==> src/design/psc_pkg.sv <==
`timescale 1ns / 1ps
`default_nettype none
// ----------------------------------------------------------------------------
// PID step package
// Shared types, codes and fixed widths of the PID step with clamps.
// ----------------------------------------------------------------------------
package psc_pkg;

  // Fixed field widths.
  localparam int unsigned WordW   = 32;  // gains, clamps, setpoint, drive
  localparam int unsigned StepW   = 31;  // step_time
  localparam int unsigned ErrW    = 33;  // setpoint - measured
  localparam int unsigned DiffW   = 34;  // error - last error
  localparam int unsigned SatW    = 48;  // saturated products and integral
  localparam int unsigned SumW    = 50;  // sum of three terms
  localparam int unsigned CfgIdxW = 3;

  // Saturation limits of the 48-bit range, as magnitudes.
  localparam logic [SatW-1:0] SatLimPos = 48'h7FFF_FFFF_FFFF;
  localparam logic [SatW-1:0] SatLimNeg = 48'h8000_0000_0000;

  // Controller states.
  typedef enum logic [2:0] {
    S_IDLE,
    S_PREP,
    S_MUL_GO,
    S_MUL_WAIT,
    S_MUL_POST,
    S_DIV_WAIT,
    S_SUM,
    S_OUT
  } state_e;

  // Products run through the shared multiplier, in order.
  typedef enum logic [1:0] {
    OP_INT,  // error * dt into the integral
    OP_P,    // proportional term
    OP_I,    // integral term
    OP_D     // derivative term
  } mop_e;

  // Clamp status of a result.
  typedef enum logic [1:0] {
    CLAMP_NONE = 2'd0,
    CLAMP_MAX  = 2'd1,
    CLAMP_MIN  = 2'd2
  } clamp_e;

  // Configuration register indexes.
  typedef enum logic [CfgIdxW-1:0] {
    REG_GAIN_P    = 3'd0,
    REG_GAIN_I    = 3'd1,
    REG_GAIN_D    = 3'd2,
    REG_STEP_TIME = 3'd3,
    REG_OUT_MAX   = 3'd4,
    REG_OUT_MIN   = 3'd5
  } reg_idx_e;

  typedef struct packed {
    logic signed [WordW-1:0] gain_p;
    logic signed [WordW-1:0] gain_i;
    logic signed [WordW-1:0] gain_d;
    logic        [StepW-1:0] step_time;
    logic signed [WordW-1:0] out_max;
    logic signed [WordW-1:0] out_min;
  } cfg_t;

  // Commands from the controller to the datapath.
  typedef struct packed {
    logic capture;
    logic prep;
    logic mul_start;
    logic post;
    mop_e op;
    logic sum;
    logic load_out;
  } cmd_t;

  // Status from the datapath to the controller.
  typedef struct packed {
    logic mul_done;
    logic div_done;
  } sts_t;

endpackage
`default_nettype wire

==> src/design/psc_mul.sv <==
`timescale 1ns / 1ps
`default_nettype none
// ----------------------------------------------------------------------------
// PID step shared multiplier
// Sign-magnitude fixed-point multiply, 33 x 48 bits, one 16-bit slice of the
// second operand per cycle, then floor rounding, shift and 48-bit saturation.
// ----------------------------------------------------------------------------
module psc_mul #(
  parameter int unsigned FRAC_BITS = 16
) (
  input  logic                              clk_i,
  input  logic                              rst_ni,
  input  logic                              start_i,
  input  logic [psc_pkg::ErrW-1:0]          a_i,
  input  logic [psc_pkg::SatW-1:0]          b_i,
  input  logic                              neg_i,
  output logic                              done_o,
  output logic signed [psc_pkg::SatW-1:0]   res_o
);
  import psc_pkg::*;

  localparam int unsigned SliceW = 16;
  localparam int unsigned Slices = SatW / SliceW;
  localparam int unsigned CntW   = $clog2(Slices);
  localparam int unsigned AccW   = ErrW + SatW;
  localparam int unsigned ShW    = AccW + 1 - FRAC_BITS;
  localparam logic [AccW:0] RndAdd = {{(AccW + 1 - FRAC_BITS){1'b0}}, {FRAC_BITS{1'b1}}};

  logic [ErrW-1:0]        a_q;
  logic [SatW-1:0]        b_q;
  logic                   neg_q;
  logic [CntW-1:0]        cnt_q;
  logic                   busy_q, fin_q, done_q;
  logic [AccW-1:0]        acc_q, acc_d;
  logic [SliceW-1:0]      slice;
  logic [ErrW+SliceW-1:0] pp;
  logic [AccW:0]          rnd_sum;
  logic [ShW-1:0]         shifted;
  logic [SatW-1:0]        lim, mag;
  logic                   over;
  logic signed [SatW-1:0] res_q, res_d;

  // Slice product accumulates most significant slice first.
  assign slice = b_q[SliceW*cnt_q +: SliceW];
  assign pp    = a_q * slice;
  assign acc_d = {acc_q[AccW-SliceW-1:0], {SliceW{1'b0}}} + AccW'(pp);

  // Round toward minus infinity, drop fraction bits, saturate the magnitude.
  always_comb begin
    rnd_sum = {1'b0, acc_q} + ((neg_q && (acc_q != '0)) ? RndAdd : '0);
    shifted = rnd_sum[AccW:FRAC_BITS];
    lim     = neg_q ? SatLimNeg : SatLimPos;
    over    = (|shifted[ShW-1:SatW]) || (shifted[SatW-1:0] > lim);
    mag     = over ? lim : shifted[SatW-1:0];
    res_d   = neg_q ? $signed(-mag) : $signed(mag);
  end

  // Sequencing of slices and the final stage.
  always_ff @(posedge clk_i or negedge rst_ni) begin
    if (!rst_ni) begin
      busy_q <= 1'b0;
      fin_q  <= 1'b0;
      done_q <= 1'b0;
      cnt_q  <= '0;
    end else begin
      done_q <= 1'b0;
      if (start_i) begin
        busy_q <= 1'b1;
        cnt_q  <= CntW'(Slices - 1);
      end else if (busy_q) begin
        if (cnt_q == '0) begin
          busy_q <= 1'b0;
          fin_q  <= 1'b1;
        end else begin
          cnt_q <= cnt_q - 1'b1;
        end
      end else if (fin_q) begin
        fin_q  <= 1'b0;
        done_q <= 1'b1;
      end
    end
  end

  // Operands, accumulator and result.
  always_ff @(posedge clk_i) begin
    if (start_i) begin
      a_q   <= a_i;
      b_q   <= b_i;
      neg_q <= neg_i;
      acc_q <= '0;
    end else if (busy_q) begin
      acc_q <= acc_d;
    end
    if (fin_q) begin
      res_q <= res_d;
    end
  end

  assign done_o = done_q;
  assign res_o  = res_q;

endmodule
`default_nettype wire

==> src/design/psc_div.sv <==
`timescale 1ns / 1ps
`default_nettype none
// ----------------------------------------------------------------------------
// PID step serial divider
// Restoring division of (difference << FRAC_BITS) by the time step, two
// quotient bits per cycle, with the quotient saturated to the 48-bit range.
// ----------------------------------------------------------------------------
module psc_div #(
  parameter int unsigned FRAC_BITS = 16
) (
  input  logic                        clk_i,
  input  logic                        rst_ni,
  input  logic                        start_i,
  input  logic [psc_pkg::DiffW-1:0]   num_i,
  input  logic [psc_pkg::StepW-1:0]   den_i,
  input  logic                        neg_i,
  output logic                        done_o,
  output logic [psc_pkg::SatW-1:0]    mag_o
);
  import psc_pkg::*;

  localparam int unsigned NumW  = DiffW + FRAC_BITS;
  localparam int unsigned DivW  = NumW + (NumW % 2);
  localparam int unsigned Steps = DivW / 2;
  localparam int unsigned CntW  = $clog2(Steps + 1);

  logic [DivW-1:0]  quo_q;
  logic [StepW-1:0] rem_q, den_q;
  logic             neg_q;
  logic [CntW-1:0]  cnt_q;
  logic             busy_q, done_q;
  logic [StepW:0]   t1, t2;
  logic             ge1, ge2;
  logic [StepW-1:0] r1, r2;
  logic [SatW-1:0]  lim;
  logic             over;

  // Two restoring steps per cycle; the dividend shifts out as quotient bits shift in.
  always_comb begin
    t1  = {rem_q, quo_q[DivW-1]};
    ge1 = t1 >= {1'b0, den_q};
    r1  = ge1 ? StepW'(t1 - {1'b0, den_q}) : t1[StepW-1:0];
    t2  = {r1, quo_q[DivW-2]};
    ge2 = t2 >= {1'b0, den_q};
    r2  = ge2 ? StepW'(t2 - {1'b0, den_q}) : t2[StepW-1:0];
  end

  // Saturate the quotient magnitude to what the signed 48-bit range allows.
  always_comb begin
    lim   = neg_q ? SatLimNeg : SatLimPos;
    over  = (|quo_q[DivW-1:SatW]) || (quo_q[SatW-1:0] > lim);
    mag_o = over ? lim : quo_q[SatW-1:0];
  end

  // Step counter.
  always_ff @(posedge clk_i or negedge rst_ni) begin
    if (!rst_ni) begin
      busy_q <= 1'b0;
      done_q <= 1'b0;
      cnt_q  <= '0;
    end else if (start_i) begin
      busy_q <= 1'b1;
      done_q <= 1'b0;
      cnt_q  <= CntW'(Steps);
    end else if (busy_q) begin
      cnt_q <= cnt_q - 1'b1;
      if (cnt_q == CntW'(1)) begin
        busy_q <= 1'b0;
        done_q <= 1'b1;
      end
    end
  end

  // Dividend, quotient and remainder.
  always_ff @(posedge clk_i) begin
    if (start_i) begin
      quo_q <= DivW'({num_i, {FRAC_BITS{1'b0}}});
      rem_q <= '0;
      den_q <= den_i;
      neg_q <= neg_i;
    end else if (busy_q) begin
      quo_q <= {quo_q[DivW-3:0], ge1, ge2};
      rem_q <= r2;
    end
  end

  assign done_o = done_q;

endmodule
`default_nettype wire

==> src/design/psc_dpath.sv <==
`timescale 1ns / 1ps
`default_nettype none
// ----------------------------------------------------------------------------
// PID step datapath
// Error, integral and previous-error state, operand selection for the shared
// multiplier, the derivative divider, the I clamp, the sum and output clamp.
// ----------------------------------------------------------------------------
module psc_dpath #(
  parameter int unsigned FRAC_BITS = 16
) (
  input  logic                                clk_i,
  input  logic                                rst_ni,
  input  psc_pkg::cfg_t                       cfg_i,
  input  logic signed [psc_pkg::WordW-1:0]    setpoint_i,
  input  logic signed [psc_pkg::WordW-1:0]    measured_i,
  input  logic                                clear_integral_i,
  input  psc_pkg::cmd_t                       cmd_i,
  output psc_pkg::sts_t                       sts_o,
  output logic signed [psc_pkg::WordW-1:0]    drive_o,
  output psc_pkg::clamp_e                     clamp_state_o
);
  import psc_pkg::*;

  localparam logic signed [SatW-1:0] IClampMax = SatW'(5) << FRAC_BITS;

  logic signed [ErrW-1:0]  err_q, last_err_q;
  logic signed [SatW-1:0]  integ_q, pterm_q, iterm_q, dterm_q;
  logic                    dneg_q;
  logic signed [WordW-1:0] drive_q;
  clamp_e                  clamp_q;

  logic [StepW-1:0]        dt_eff;
  logic signed [DiffW-1:0] diff;
  logic [DiffW-1:0]        diff_mag;
  logic [ErrW-1:0]         err_mag;
  logic [WordW-1:0]        gp_mag, gi_mag, gd_mag;
  logic [SatW-1:0]         integ_mag, dq_mag;
  logic [ErrW-1:0]         mul_a;
  logic [SatW-1:0]         mul_b;
  logic                    mul_neg, mul_done, div_done;
  logic signed [SatW-1:0]  mres;
  logic signed [SatW:0]    isum;
  logic signed [SatW-1:0]  isat;
  logic signed [SumW-1:0]  sum, smax, smin;
  logic signed [WordW-1:0] drive_d;
  clamp_e                  clamp_d;

  // A zero time step acts as one LSB.
  assign dt_eff = (cfg_i.step_time == '0) ? StepW'(1) : cfg_i.step_time;

  // Signed values to magnitudes.
  always_comb begin
    diff      = DiffW'(err_q) - DiffW'(last_err_q);
    diff_mag  = diff[DiffW-1] ? DiffW'(-diff) : DiffW'(diff);
    err_mag   = err_q[ErrW-1] ? ErrW'(-err_q) : ErrW'(err_q);
    gp_mag    = cfg_i.gain_p[WordW-1] ? WordW'(-cfg_i.gain_p) : WordW'(cfg_i.gain_p);
    gi_mag    = cfg_i.gain_i[WordW-1] ? WordW'(-cfg_i.gain_i) : WordW'(cfg_i.gain_i);
    gd_mag    = cfg_i.gain_d[WordW-1] ? WordW'(-cfg_i.gain_d) : WordW'(cfg_i.gain_d);
    integ_mag = integ_q[SatW-1] ? SatW'(-integ_q) : SatW'(integ_q);
  end

  // Operand selection for the shared multiplier.
  always_comb begin
    unique case (cmd_i.op)
      OP_INT: begin
        mul_a   = err_mag;
        mul_b   = SatW'(dt_eff);
        mul_neg = err_q[ErrW-1];
      end
      OP_P: begin
        mul_a   = ErrW'(gp_mag);
        mul_b   = SatW'(err_mag);
        mul_neg = cfg_i.gain_p[WordW-1] ^ err_q[ErrW-1];
      end
      OP_I: begin
        mul_a   = ErrW'(gi_mag);
        mul_b   = integ_mag;
        mul_neg = cfg_i.gain_i[WordW-1] ^ integ_q[SatW-1];
      end
      OP_D: begin
        mul_a   = ErrW'(gd_mag);
        mul_b   = dq_mag;
        mul_neg = cfg_i.gain_d[WordW-1] ^ dneg_q;
      end
      default: begin
        mul_a   = '0;
        mul_b   = '0;
        mul_neg = 1'b0;
      end
    endcase
  end

  psc_mul #(
    .FRAC_BITS(FRAC_BITS)
  ) u_mul (
    .clk_i  (clk_i),
    .rst_ni (rst_ni),
    .start_i(cmd_i.mul_start),
    .a_i    (mul_a),
    .b_i    (mul_b),
    .neg_i  (mul_neg),
    .done_o (mul_done),
    .res_o  (mres)
  );

  psc_div #(
    .FRAC_BITS(FRAC_BITS)
  ) u_div (
    .clk_i  (clk_i),
    .rst_ni (rst_ni),
    .start_i(cmd_i.prep),
    .num_i  (diff_mag),
    .den_i  (dt_eff),
    .neg_i  (diff[DiffW-1]),
    .done_o (div_done),
    .mag_o  (dq_mag)
  );

  assign sts_o.mul_done = mul_done;
  assign sts_o.div_done = div_done;

  // Saturating integral update.
  always_comb begin
    isum = (SatW+1)'(integ_q) + (SatW+1)'(mres);
    if (isum[SatW] != isum[SatW-1]) begin
      isat = isum[SatW] ? $signed(SatLimNeg) : $signed(SatLimPos);
    end else begin
      isat = isum[SatW-1:0];
    end
  end

  // Sum of terms and output clamp; the upper bound is tested first.
  always_comb begin
    sum  = SumW'(pterm_q) + SumW'(iterm_q) + SumW'(dterm_q);
    smax = SumW'($signed(cfg_i.out_max));
    smin = SumW'($signed(cfg_i.out_min));
    if (sum > smax) begin
      drive_d = cfg_i.out_max;
      clamp_d = CLAMP_MAX;
    end else if (sum < smin) begin
      drive_d = cfg_i.out_min;
      clamp_d = CLAMP_MIN;
    end else begin
      drive_d = sum[WordW-1:0];
      clamp_d = CLAMP_NONE;
    end
  end

  // Controller state carried between items.
  always_ff @(posedge clk_i or negedge rst_ni) begin
    if (!rst_ni) begin
      integ_q    <= '0;
      last_err_q <= '0;
    end else begin
      if (cmd_i.capture && clear_integral_i) begin
        integ_q <= '0;
      end else if (cmd_i.post && (cmd_i.op == OP_INT)) begin
        integ_q <= isat;
      end
      if (cmd_i.prep) begin
        last_err_q <= err_q;
      end
    end
  end

  // Working registers of one step.
  always_ff @(posedge clk_i) begin
    if (cmd_i.capture) begin
      err_q <= ErrW'(setpoint_i) - ErrW'(measured_i);
    end
    if (cmd_i.prep) begin
      dneg_q <= diff[DiffW-1];
    end
    if (cmd_i.post) begin
      case (cmd_i.op)
        OP_P:    pterm_q <= mres;
        OP_I:    iterm_q <= (mres > IClampMax) ? IClampMax : mres;
        OP_D:    dterm_q <= mres;
        default: ;
      endcase
    end
    if (cmd_i.sum) begin
      drive_q <= drive_d;
      clamp_q <= clamp_d;
    end
  end

  assign drive_o       = drive_q;
  assign clamp_state_o = clamp_q;

endmodule
`default_nettype wire

==> src/design/psc_ctrl.sv <==
`timescale 1ns / 1ps
`default_nettype none
// ----------------------------------------------------------------------------
// PID step controller
// Sequences one step: capture, divider start, the four products on the
// shared multiplier, the sum and the hand-off to the output register.
// ----------------------------------------------------------------------------
module psc_ctrl (
  input  logic           clk_i,
  input  logic           rst_ni,
  input  logic           in_valid_i,
  output logic           in_ready_o,
  input  logic           out_free_i,
  input  psc_pkg::sts_t  sts_i,
  output psc_pkg::cmd_t  cmd_o
);
  import psc_pkg::*;

  state_e state_q, state_d;
  mop_e   op_q, op_d;

  // Next state and product index.
  always_comb begin
    state_d = state_q;
    op_d    = op_q;
    unique case (state_q)
      S_IDLE: begin
        if (in_valid_i) begin
          state_d = S_PREP;
        end
      end
      S_PREP: begin
        op_d    = OP_INT;
        state_d = S_MUL_GO;
      end
      S_MUL_GO: begin
        state_d = S_MUL_WAIT;
      end
      S_MUL_WAIT: begin
        if (sts_i.mul_done) begin
          state_d = S_MUL_POST;
        end
      end
      S_MUL_POST: begin
        unique case (op_q)
          OP_INT: begin
            op_d    = OP_P;
            state_d = S_MUL_GO;
          end
          OP_P: begin
            op_d    = OP_I;
            state_d = S_MUL_GO;
          end
          OP_I: begin
            op_d    = OP_D;
            state_d = S_DIV_WAIT;
          end
          default: begin
            state_d = S_SUM;
          end
        endcase
      end
      S_DIV_WAIT: begin
        if (sts_i.div_done) begin
          state_d = S_MUL_GO;
        end
      end
      S_SUM: begin
        state_d = S_OUT;
      end
      S_OUT: begin
        if (out_free_i) begin
          state_d = S_IDLE;
        end
      end
      default: begin
        state_d = S_IDLE;
      end
    endcase
  end

  // Commands decoded from the state.
  always_comb begin
    cmd_o      = '0;
    cmd_o.op   = op_q;
    in_ready_o = 1'b0;
    unique case (state_q)
      S_IDLE: begin
        in_ready_o    = 1'b1;
        cmd_o.capture = in_valid_i;
      end
      S_PREP:     cmd_o.prep      = 1'b1;
      S_MUL_GO:   cmd_o.mul_start = 1'b1;
      S_MUL_POST: cmd_o.post      = 1'b1;
      S_SUM:      cmd_o.sum       = 1'b1;
      S_OUT:      cmd_o.load_out  = out_free_i;
      default: ;
    endcase
  end

  always_ff @(posedge clk_i or negedge rst_ni) begin
    if (!rst_ni) begin
      state_q <= S_IDLE;
      op_q    <= OP_INT;
    end else begin
      state_q <= state_d;
      op_q    <= op_d;
    end
  end

endmodule
`default_nettype wire

==> src/design/pid_step_with_clamps.sv <==
`timescale 1ns / 1ps
`default_nettype none
// ----------------------------------------------------------------------------
// PID step with clamps
// One PID step per input beat: s_axis carries setpoint and measurement in
// tdata and the clear-integral flag in tuser; m_axis returns the clamped drive
// in tdata and the clamp status in tuser. Registers are written through the
// cfg channel (index, data), which is always ready; write them only while the
// block is idle.
// The block works on one item at a time. The serial divider for the
// derivative term, which yields two quotient bits per cycle, starts with
// the step, and the derivative product on the shared multiplier (three
// 16-bit slices) must wait for its quotient. The next input beat is taken
// once the result has moved into the output register, so a stalled
// receiver holds at most one result there; a second finished result then
// waits in the block, and the block takes no new input beat until that
// second result has moved into the output register as well.
// Reset clears the integral and the previous error, loads the register
// defaults (unity P gain, unit time step, full-range clamps) and empties the
// output register.
// ----------------------------------------------------------------------------
module pid_step_with_clamps #(
  parameter int unsigned FRAC_BITS = 16
) (
  input  logic                           clk_i,
  input  logic                           rst_ni,
  // Input stream.
  input  logic                           s_axis_tvalid,
  output logic                           s_axis_tready,
  input  logic [2*psc_pkg::WordW-1:0]    s_axis_tdata,   // setpoint, measured
  input  logic                           s_axis_tuser,   // clear_integral
  // Output stream.
  output logic                           m_axis_tvalid,
  input  logic                           m_axis_tready,
  output logic [psc_pkg::WordW-1:0]      m_axis_tdata,   // drive
  output logic [1:0]                     m_axis_tuser,   // clamp_state
  // Configuration writes.
  input  logic                           cfg_valid_i,
  output logic                           cfg_ready_o,
  input  logic [psc_pkg::CfgIdxW-1:0]    cfg_index_i,
  input  logic [psc_pkg::WordW-1:0]      cfg_data_i
);
  import psc_pkg::*;

  cfg_t                    cfg_q;
  cmd_t                    cmd;
  sts_t                    sts;
  logic                    out_free;
  logic signed [WordW-1:0] drive;
  clamp_e                  clamp_state;
  logic                    m_valid_q;
  logic [WordW-1:0]        m_data_q;
  logic [1:0]              m_user_q;

  // Configuration registers.
  assign cfg_ready_o = 1'b1;

  always_ff @(posedge clk_i or negedge rst_ni) begin
    if (!rst_ni) begin
      cfg_q.gain_p    <= WordW'(1) << FRAC_BITS;
      cfg_q.gain_i    <= '0;
      cfg_q.gain_d    <= '0;
      cfg_q.step_time <= StepW'(1) << FRAC_BITS;
      cfg_q.out_max   <= {1'b0, {(WordW-1){1'b1}}};
      cfg_q.out_min   <= {1'b1, {(WordW-1){1'b0}}};
    end else if (cfg_valid_i) begin
      unique case (reg_idx_e'(cfg_index_i))
        REG_GAIN_P:    cfg_q.gain_p    <= cfg_data_i;
        REG_GAIN_I:    cfg_q.gain_i    <= cfg_data_i;
        REG_GAIN_D:    cfg_q.gain_d    <= cfg_data_i;
        REG_STEP_TIME: cfg_q.step_time <= cfg_data_i[StepW-1:0];
        REG_OUT_MAX:   cfg_q.out_max   <= cfg_data_i;
        REG_OUT_MIN:   cfg_q.out_min   <= cfg_data_i;
        default: ;
      endcase
    end
  end

  psc_ctrl u_ctrl (
    .clk_i      (clk_i),
    .rst_ni     (rst_ni),
    .in_valid_i (s_axis_tvalid),
    .in_ready_o (s_axis_tready),
    .out_free_i (out_free),
    .sts_i      (sts),
    .cmd_o      (cmd)
  );

  psc_dpath #(
    .FRAC_BITS(FRAC_BITS)
  ) u_dpath (
    .clk_i            (clk_i),
    .rst_ni           (rst_ni),
    .cfg_i            (cfg_q),
    .setpoint_i       (s_axis_tdata[WordW-1:0]),
    .measured_i       (s_axis_tdata[2*WordW-1:WordW]),
    .clear_integral_i (s_axis_tuser),
    .cmd_i            (cmd),
    .sts_o            (sts),
    .drive_o          (drive),
    .clamp_state_o    (clamp_state)
  );

  // Output register; it takes a new result when empty or being drained.
  assign out_free = !m_valid_q || m_axis_tready;

  always_ff @(posedge clk_i or negedge rst_ni) begin
    if (!rst_ni) begin
      m_valid_q <= 1'b0;
    end else if (cmd.load_out) begin
      m_valid_q <= 1'b1;
    end else if (m_axis_tready) begin
      m_valid_q <= 1'b0;
    end
  end

  always_ff @(posedge clk_i) begin
    if (cmd.load_out) begin
      m_data_q <= drive;
      m_user_q <= clamp_state;
    end
  end

  assign m_axis_tvalid = m_valid_q;
  assign m_axis_tdata  = m_data_q;
  assign m_axis_tuser  = m_user_q;

endmodule
`default_nettype wire

==> config.mk <==
export PLATFORM = sky130hd
export DESIGN_NAME = pid_step_with_clamps
export DESIGN_NICKNAME = d
export VERILOG_FILES = /design/src/design/psc_pkg.sv /design/src/design/psc_mul.sv /design/src/design/psc_div.sv /design/src/design/psc_dpath.sv /design/src/design/psc_ctrl.sv /design/src/design/pid_step_with_clamps.sv
export SDC_FILE = /design/constraint.sdc
export NUM_CORES = 2
export LEC_CHECK = 0
export BUFFER_PORTS_ARGS = -buffer_cell sky130_fd_sc_hd__buf_2
export CORE_UTILIZATION = 27
export CTS_BUF_LIST = sky130_fd_sc_hd__clkbuf_4
export CTS_CLUSTER_SIZE = 28
export DETAILED_ROUTE_END_ITERATION = 10
export PLACE_DENSITY = 0.45
export SYNTH_ARGS = -nofsm -noshare
export SYNTH_HDL_FRONTEND = slang
export SYNTH_SLANG_ARGS = --single-unit
export TNS_END_PERCENT = 30
==> constraint.sdc <==
create_clock -name clk_i -period 18.1 [get_ports clk_i]
set_input_delay 4.525 -clock clk_i [delete_from_list [all_inputs] [get_ports clk_i]]
set_output_delay 4.525 -clock clk_i [all_outputs]
set_load 0.1 [all_outputs]
### After elaboration in Yosys (flattened, before gate mapping)

Cells that the tools add are included.

| word-level totals | value |
|---|---|
| latch bits | 0 |
| register bits | 859 |
| RAM bits | 0 |
| memory bits (read-only) | 0 |
| memories | 0 |

| cells by class | value |
|---|---|
| multiplexer cells | 63 |
| eq/ne operators | 24 |
| multipliers | 1 |
| reduce and logical (&&, ||, !) cells | 36 |
| shift-type cells | 1 |
| bitwise operators | 4 |
| div/mod/pow operators | 0 |
| add/subtract/negate cells | 18 |
| order comparisons | 7 |

Operators with widths:

| operator | number |
|---|---|
| 2-to-1 mux 48 bit | 10 |
| case mux 48 bit (4 select lines) | 1 |
| 2-to-1 mux 32 bit | 5 |
| case mux 33 bit (4 select lines) | 1 |
| 2-to-1 mux 50 bit | 2 |
| adder 48 x 48 -> 49 bit | 2 |
| > comparator 48 bit | 2 |
| negation 32 bit | 3 |
| negation 48 bit | 2 |
| 2-to-1 mux 31 bit | 3 |
| adder 81 x 16 -> 82 bit | 1 |
| adder 81 x 49 -> 81 bit | 1 |
| nonzero test 81 bit | 1 |
| >= comparator 32 x 31 -> 1 bit | 2 |
| subtractor 31 bit | 2 |
| adder 49 x 48 -> 50 bit | 1 |
| > comparator 50 x 32 -> 1 bit | 1 |
| < comparator 50 x 32 -> 1 bit | 1 |
| multiplier 33 x 16 -> 49 bit | 1 |
| > comparator 48 x 20 -> 1 bit (second input constant) | 1 |
| indexed part select 48 x 7 -> 16 bit | 1 |
| 2-to-1 mux 34 bit | 1 |
| negation 34 bit | 1 |
| subtractor 33 x 33 -> 34 bit | 1 |
| 38 further kinds | 107 |

### Logic depth before layout (Yosys ltp)

| logic depth | value |
|---|---|
| depth after elaboration | 9 |
| depth in mapped cells | 38 |
| gate-level depth less buffers | 34 |

### Cells and area by module

A second synthesis with hierarchy kept.

| unflattened totals | value |
|---|---|
| cell total of the unflattened synthesis | 8,401 |
| area, all modules | 79,165.9 um^2 |

By module, submodules not included:

| module | instances | cells each | area each (um^2) |
|---|---|---|---|
| psc_mul | 1 | 3,452 | 30,793.3 |
| psc_dpath | 1 | 3,252 | 28,992.8 |
| psc_div | 1 | 1,196 | 10,319.9 |
| pid_step_with_clamps | 1 | 448 | 8,584.5 |
| psc_ctrl | 1 | 53 | 475.5 |

### Worst setup path after synthesis

Ideal clock, no wire load.

| path | value |
|---|---|
| path kind | register to register |
| from | register u_dpath.u_mul.neg_q |
| to | register u_dpath.u_mul.res_q[38] (netlist: u_dpath.u_mul.res_o[38]) (data pin) |
| required time | 17.833 ns |
| data arrival time | 8.750 ns |
| library setup time | 0.267 ns |
| stages on the path, launching flop included | 34 |
| path slack | 9.084 ns |
| cells stage by stage | edfxtp_1 -> buf_2 -> inv_2 -> clkbuf_1 -> a21oi_1 -> ha_1 -> and3_1 -> nand2_1 -> o31ai_2 -> a21oi_2 -> or4b_2 -> nor2_1 -> xnor2_1 -> inv_1 -> ha_1 -> a21o_1 -> a21o_1 -> a21oi_1 -> o22ai_1 -> o31ai_1 -> nand4b_1 -> or4_4 -> nor4b_4 -> nand2_2 -> buf_2 -> buf_1 -> o21ai_0 -> ha_1 -> clkbuf_1 -> inv_1 -> o22ai_2 -> nor3b_1 -> a21oi_1 -> a2bb2oi_1 |

| on the way | value |
|---|---|
| word-level cells in the longest chain between the ends | 8 |
| elaborated cells between the ends (all ways) | 10 |

RTL lines:

| what | RTL line | source |
|---|---|---|
| from (decl) | psc_mul.sv:31 | `logic neg_q;` |
| from (signal assigned) | psc_mul.sv:89 | `neg_q <= neg_i;` |
| logical AND 1 bit | psc_mul.sv:50 | `rnd_sum = {1'b0, acc_q} + ((neg_q && (acc_q != '0)) ? RndAdd : '0);` |
| 2-to-1 mux 16 bit | psc_mul.sv:50 |  |
| adder 81 x 16 -> 82 bit | psc_mul.sv:50 |  |
| > comparator 48 bit or OR reduction 18 bit (tied branches) | psc_mul.sv:53 | `over = (\|shifted[ShW-1:SatW]) \|\| (shifted[SatW-1:0] > lim);` |
| logical OR 1 bit | psc_mul.sv:53 |  |
| 2-to-1 mux 48 bit | psc_mul.sv:54 | `mag = over ? lim : shifted[SatW-1:0];` |
| negation 48 bit | psc_mul.sv:55 | `res_d = neg_q ? $signed(-mag) : $signed(mag);` |
| 2-to-1 mux 48 bit (*) | psc_mul.sv:55 |  |
| via u_dpath.u_mul.res_d[38] | psc_mul.sv:41 | `logic signed [SatW-1:0] res_q, res_d;` |
| to (signal assigned) | psc_mul.sv:95 | `res_q <= res_d;` |
| to (decl) | psc_mul.sv:41 |  |

The timed path passes the listed nets; every way through them passes the cells marked *.
A chain may end at the register's enable or synchronous reset.

### Final worst setup path

| path | value |
|---|---|
| from | register u_dpath.u_mul.acc_q[55] |
| to | register u_dpath.u_mul.res_q[32] (netlist: u_dpath.u_mul.res_o[32]) (data pin) |

| on the way | value |
|---|---|
| word-level cells in the longest chain between the ends | 9 |
| elaborated cells between the ends (all ways) | 10 |

RTL lines:

| what | RTL line | source |
|---|---|---|
| from (decl) | psc_mul.sv:34 | `logic [AccW-1:0] acc_q, acc_d;` |
| from (signal assigned) | psc_mul.sv:90 | `acc_q <= '0;` |
| from (signal assigned) | psc_mul.sv:92 | `acc_q <= acc_d;` |
| nonzero test 81 bit | psc_mul.sv:50 |  |
| logical AND 1 bit | psc_mul.sv:50 |  |
| 2-to-1 mux 16 bit | psc_mul.sv:50 |  |
| adder 81 x 16 -> 82 bit (*) | psc_mul.sv:50 |  |
| > comparator 48 bit or OR reduction 18 bit (tied branches) | psc_mul.sv:53 |  |
| logical OR 1 bit | psc_mul.sv:53 |  |
| 2-to-1 mux 48 bit (*) | psc_mul.sv:54 |  |
| negation 48 bit | psc_mul.sv:55 |  |
| 2-to-1 mux 48 bit (*) | psc_mul.sv:55 |  |
| via u_dpath.u_mul.res_d[32] | psc_mul.sv:41 |  |

Marks and branches as above.

==> results by group <==
CTS
  – Post-cts sizing count: 0
  – Postcts setup bufs: 0
  – CTS Buf Count: between 200 and 250
  – Clk root buf: clkbuf_4
  – Clock Latency Late Sink: roughly 1.4 ns
  – Sink Count: between 800 and 900
  – # hold bufs at CTS: 0
  – Reg clk slew, reported paths: around 0.07 ns
  – CTS tree: done
  – CTS HTree Levels: 4
  – Max Root-Sink Buffers: 3

Synth
  – Top_reg_cell synth: edfxtp_1
  – Synthesized net count: slightly above 9000
  – Synth area leaders: edfxtp_1 (17%), fa_1 (14%), ha_1 (9.6%), dfrtp_1 (8.4%), nand2_1 (4.0%)
  – Largest area contributor in the netlist: edfxtp_1
  – Yosys reg bits: 859
  – Commonest cells post-synth: nand2_1 (806), inv_1 (802), ha_1 (585)
  – Post-synth cell types: about 110
  – Gate count of the mapped netlist: about 8100
  – Synth top area share: 0.1740
  – Number of synthesized flops with an enable pin: between 400 and 500
  – Seq/Total Area, Yosys: 0.3036
  – Share of synthesized registers carrying an async set or reset: 0.3376
  – Yosys warnings: 0
  – Synthesized area per cell: 9.393 sq um
  – Synthesized area: about 76000 sq um
  – Top-count cell post-synth: nand2_1

Drt
  – Vias: between 60000 and 70000
  – Drt via density: around 5.0
  – DRC viols: 0
  – DRT antenna net count: 0
  – DR iter-0 viols: roughly 4600
  – Pre-antenna DRT Iters: 9
  – Drt total wl: 262.6 mm
  – DR WL/cell: 21.65 um

Min path
  – HP Start: u_dpath.drive_o[17]$_DFFE_PP_
  – Hold/Removal Path Class: flop to flop
  – Hold Path Depth: 0
  – Worst Hold Endpoint: m_axis_tdata[17]$_DFFE_PP_

Floorplanning
  – Boundary Pins: between 100 and 150
  – Die Ht: 532.9 um
  – Die footprint: between 200000 and 300000 sq um
  – # rows: approximately 190
  – Die W: approximately 530 um
  – Initial Utilization: 0.2719
  – Core area: 279900 sq um

Cells and area
  – Finished Core Util: 0.3005
  – Area growth, synth to finish: 10.50%
  – Final Cell Area: 84100 sq um
  – Post-layout net count: around 9400
  – Fraction of layout cells with a size suffix above 1: 0.1104

Timing
  – Highest clock rate: roughly 95 MHz
  – Crit share post-route: 0.5793
  – Final Critical Period: between 10 and 15 ns
  – RSZ-0062 raised after global routing: false
  – Tightest Pin Transition: between 1.5 and 2 ns
  – Fin. Hold Viols: 0
  – Clock Skew: between 0.1 and 0.15 ns
  – Slew HR: -0.02720
  – Pins Over Slew Limit: 1
  – Hold WS: between 0.4 and 0.5 ns
  – Final setup viols: 0
  – Total negative slack: 0 ns

Placement
  – IO Port Bufs: 140
  – HPWL Detailed: 202.0 mm
  – Dpl cell area: ~81000 sq um
  – RePlAce Congestion: between 0.9 and 1

Critical path
  – Crit path capture type: flop
  – Crit path max fanout: 44
  – R2r startpoint: u_dpath.u_mul.acc_q[55]$_SDFFE_PP0P_
  – Slowest stage cell, crit path: or4b_2
  – Setup CP Type: flop to flop
  – RR Endpoint: u_dpath.u_mul.res_o[32]$_DFFE_PP_
  – R2R cell count: 33
  – CP bufs+invs: 5
  – Element type at the critical path start: flop
  – CP arrival: around 11 ns
  – Delay-heaviest family, CP: simple AND/OR/NAND/NOR gates
  – WP data required: 19.10 ns
  – Crit-path max cell delay: 0.73 ns
  – Worst R2R Setup Slack: 7.62 ns

Run status
  – Run status: complete, but fails checks
  – Failing checks: max-slew violations

Global routing
  – Total gr overflow: 0
  – Initial antenna violation count: 10
  – Total track usage: 0.1829
  – Largest net degree at the start of global routing: about 100
  – Vias in the first global route: 61420
  – Global-route wire length before repair: about 400 mm

Job
  – Max-Cap Viols: 0
cell usage in the layout, fill, tap and decap left out, types with 47 or more instances in the layout:
cell type and count:
inv_1 801, o22ai_1 47, mux2_2 161, ha_1 582, and3_1 48, nand2b_1 81
o21a_1 57, xor2_1 166, a211oi_1 49, and2_1 190, buf_2 139, o21ai_0 513
buf_4 98, a31oi_1 69, nor2b_1 112, nand4_1 101, nand2_1 805, dfxtp_1 128
a21oi_1 441, a21o_1 168, xnor2_1 314, nor2_1 437, nand3_1 158, dfrtp_1 253
clkbuf_4 348, fa_1 519, clkinv_1 64, o31ai_1 72, mux2i_1 205, edfxtp_1 441
nor3_1 115, nor4_1 81
state kept, by name, summed over array words and instances (netlist names), 2 cells and up:
register	count
cfg_q	191
m_axis_tdata	32
m_axis_tuser	2
u_ctrl.op_q	2
u_ctrl.state_q	3
u_dpath.clamp_state_o	2
u_dpath.drive_o	32
u_dpath.dterm_q	48
u_dpath.err_q	33
u_dpath.integ_q	48
u_dpath.iterm_q	48
u_dpath.last_err_q	33
u_dpath.pterm_q	48
u_dpath.u_div.cnt_q	5
u_dpath.u_div.den_q	31
u_dpath.u_div.quo_q	50
u_dpath.u_div.rem_q	31
u_dpath.u_mul.a_q	33
u_dpath.u_mul.acc_q	81
u_dpath.u_mul.b_q	48
u_dpath.u_mul.cnt_q	2
u_dpath.u_mul.res_o	48
worst reg2reg max path: cells and delay by family (launching register included):
| family | cells | cell delay, ns |
|---|---|---|
| compound gates | 7 | 2.04 |
| xor+xnor | 1 | 0.26 |
| fa+ha+maj | 3 | 1.36 |
| buf+inv | 5 | 1.20 |
| flops | 1 | 0.41 |
| simple gates | 17 | 4.96 |
cell families after synthesis:
group / count (synthesis) / share of synthesized area
simple gates: 2330 / 0.1506
compound gates: 1773 / 0.1477
buf+inv: 1188 / 0.05912
fa+ha+maj: 1104 / 0.2327
flops: 859 / 0.3036
xor+xnor: 481 / 0.05545
mux: 366 / 0.05079
other cells: 1 / 0.00004927
per-layer routing:
metal,track usage,vias up,share of wire
li1,-,28640,-
met2,0.2972,1595,0.46
met3,0.03019,329,0.054
met4,0.05087,4,0.023
met1,0.2490,30470,0.46
met5,0,-,0.000080
stage by stage:
| step | instances | worst slack, ns |
|---|---|---|
| after floorplan | 8102 | 9.084 |
| after global placement | 11680 | 7.783 |
| after detailed placement | 11680 | 7.715 |
| after CTS | 12120 | 7.700 |
| after global routing | 12130 | 6.799 |
| final | 12130 | 7.615 |
area by class of cell:
cell class                 instances  area [sq um]
sequential                       859         23110
inverter                         805          3027
timing repair buffer             239          1454
fill                           29410        195800
multi-input combinational       6055         48710
tap                             3724          4659
antenna                            7         17.52
clock inverter                    90         508.0
clock buffer                     347          2605
how the worst max path moves through the flow:
stage | startpoint | to | slack (ns) | depth (start not counted)
detailed placement | u_dpath.u_mul.acc_q[55]$_SDFFE_PP0P_ | u_dpath.u_mul.res_o[32]$_DFFE_PP_ | 7.71 | 32
CTS | u_dpath.u_mul.acc_q[55]$_SDFFE_PP0P_ | u_dpath.u_mul.res_o[32]$_DFFE_PP_ | 7.70 | 33
global route | u_dpath.u_mul.acc_q[55]$_SDFFE_PP0P_ | u_dpath.u_mul.res_o[32]$_DFFE_PP_ | 6.80 | 32
global placement | u_dpath.u_mul.acc_q[43]$_SDFFE_PP0P_ | u_dpath.u_mul.res_o[32]$_DFFE_PP_ | 7.78 | 29
finish | u_dpath.u_mul.acc_q[55]$_SDFFE_PP0P_ | u_dpath.u_mul.res_o[32]$_DFFE_PP_ | 7.62 | 33
floorplan | u_dpath.u_mul.neg_q$_DFFE_PP_ | u_dpath.u_mul.res_o[38]$_DFFE_PP_ | 9.08 | 33
Power is not shown: default switching activity piles up to over one toggle a cycle in this logic, so the estimate is an artifact.
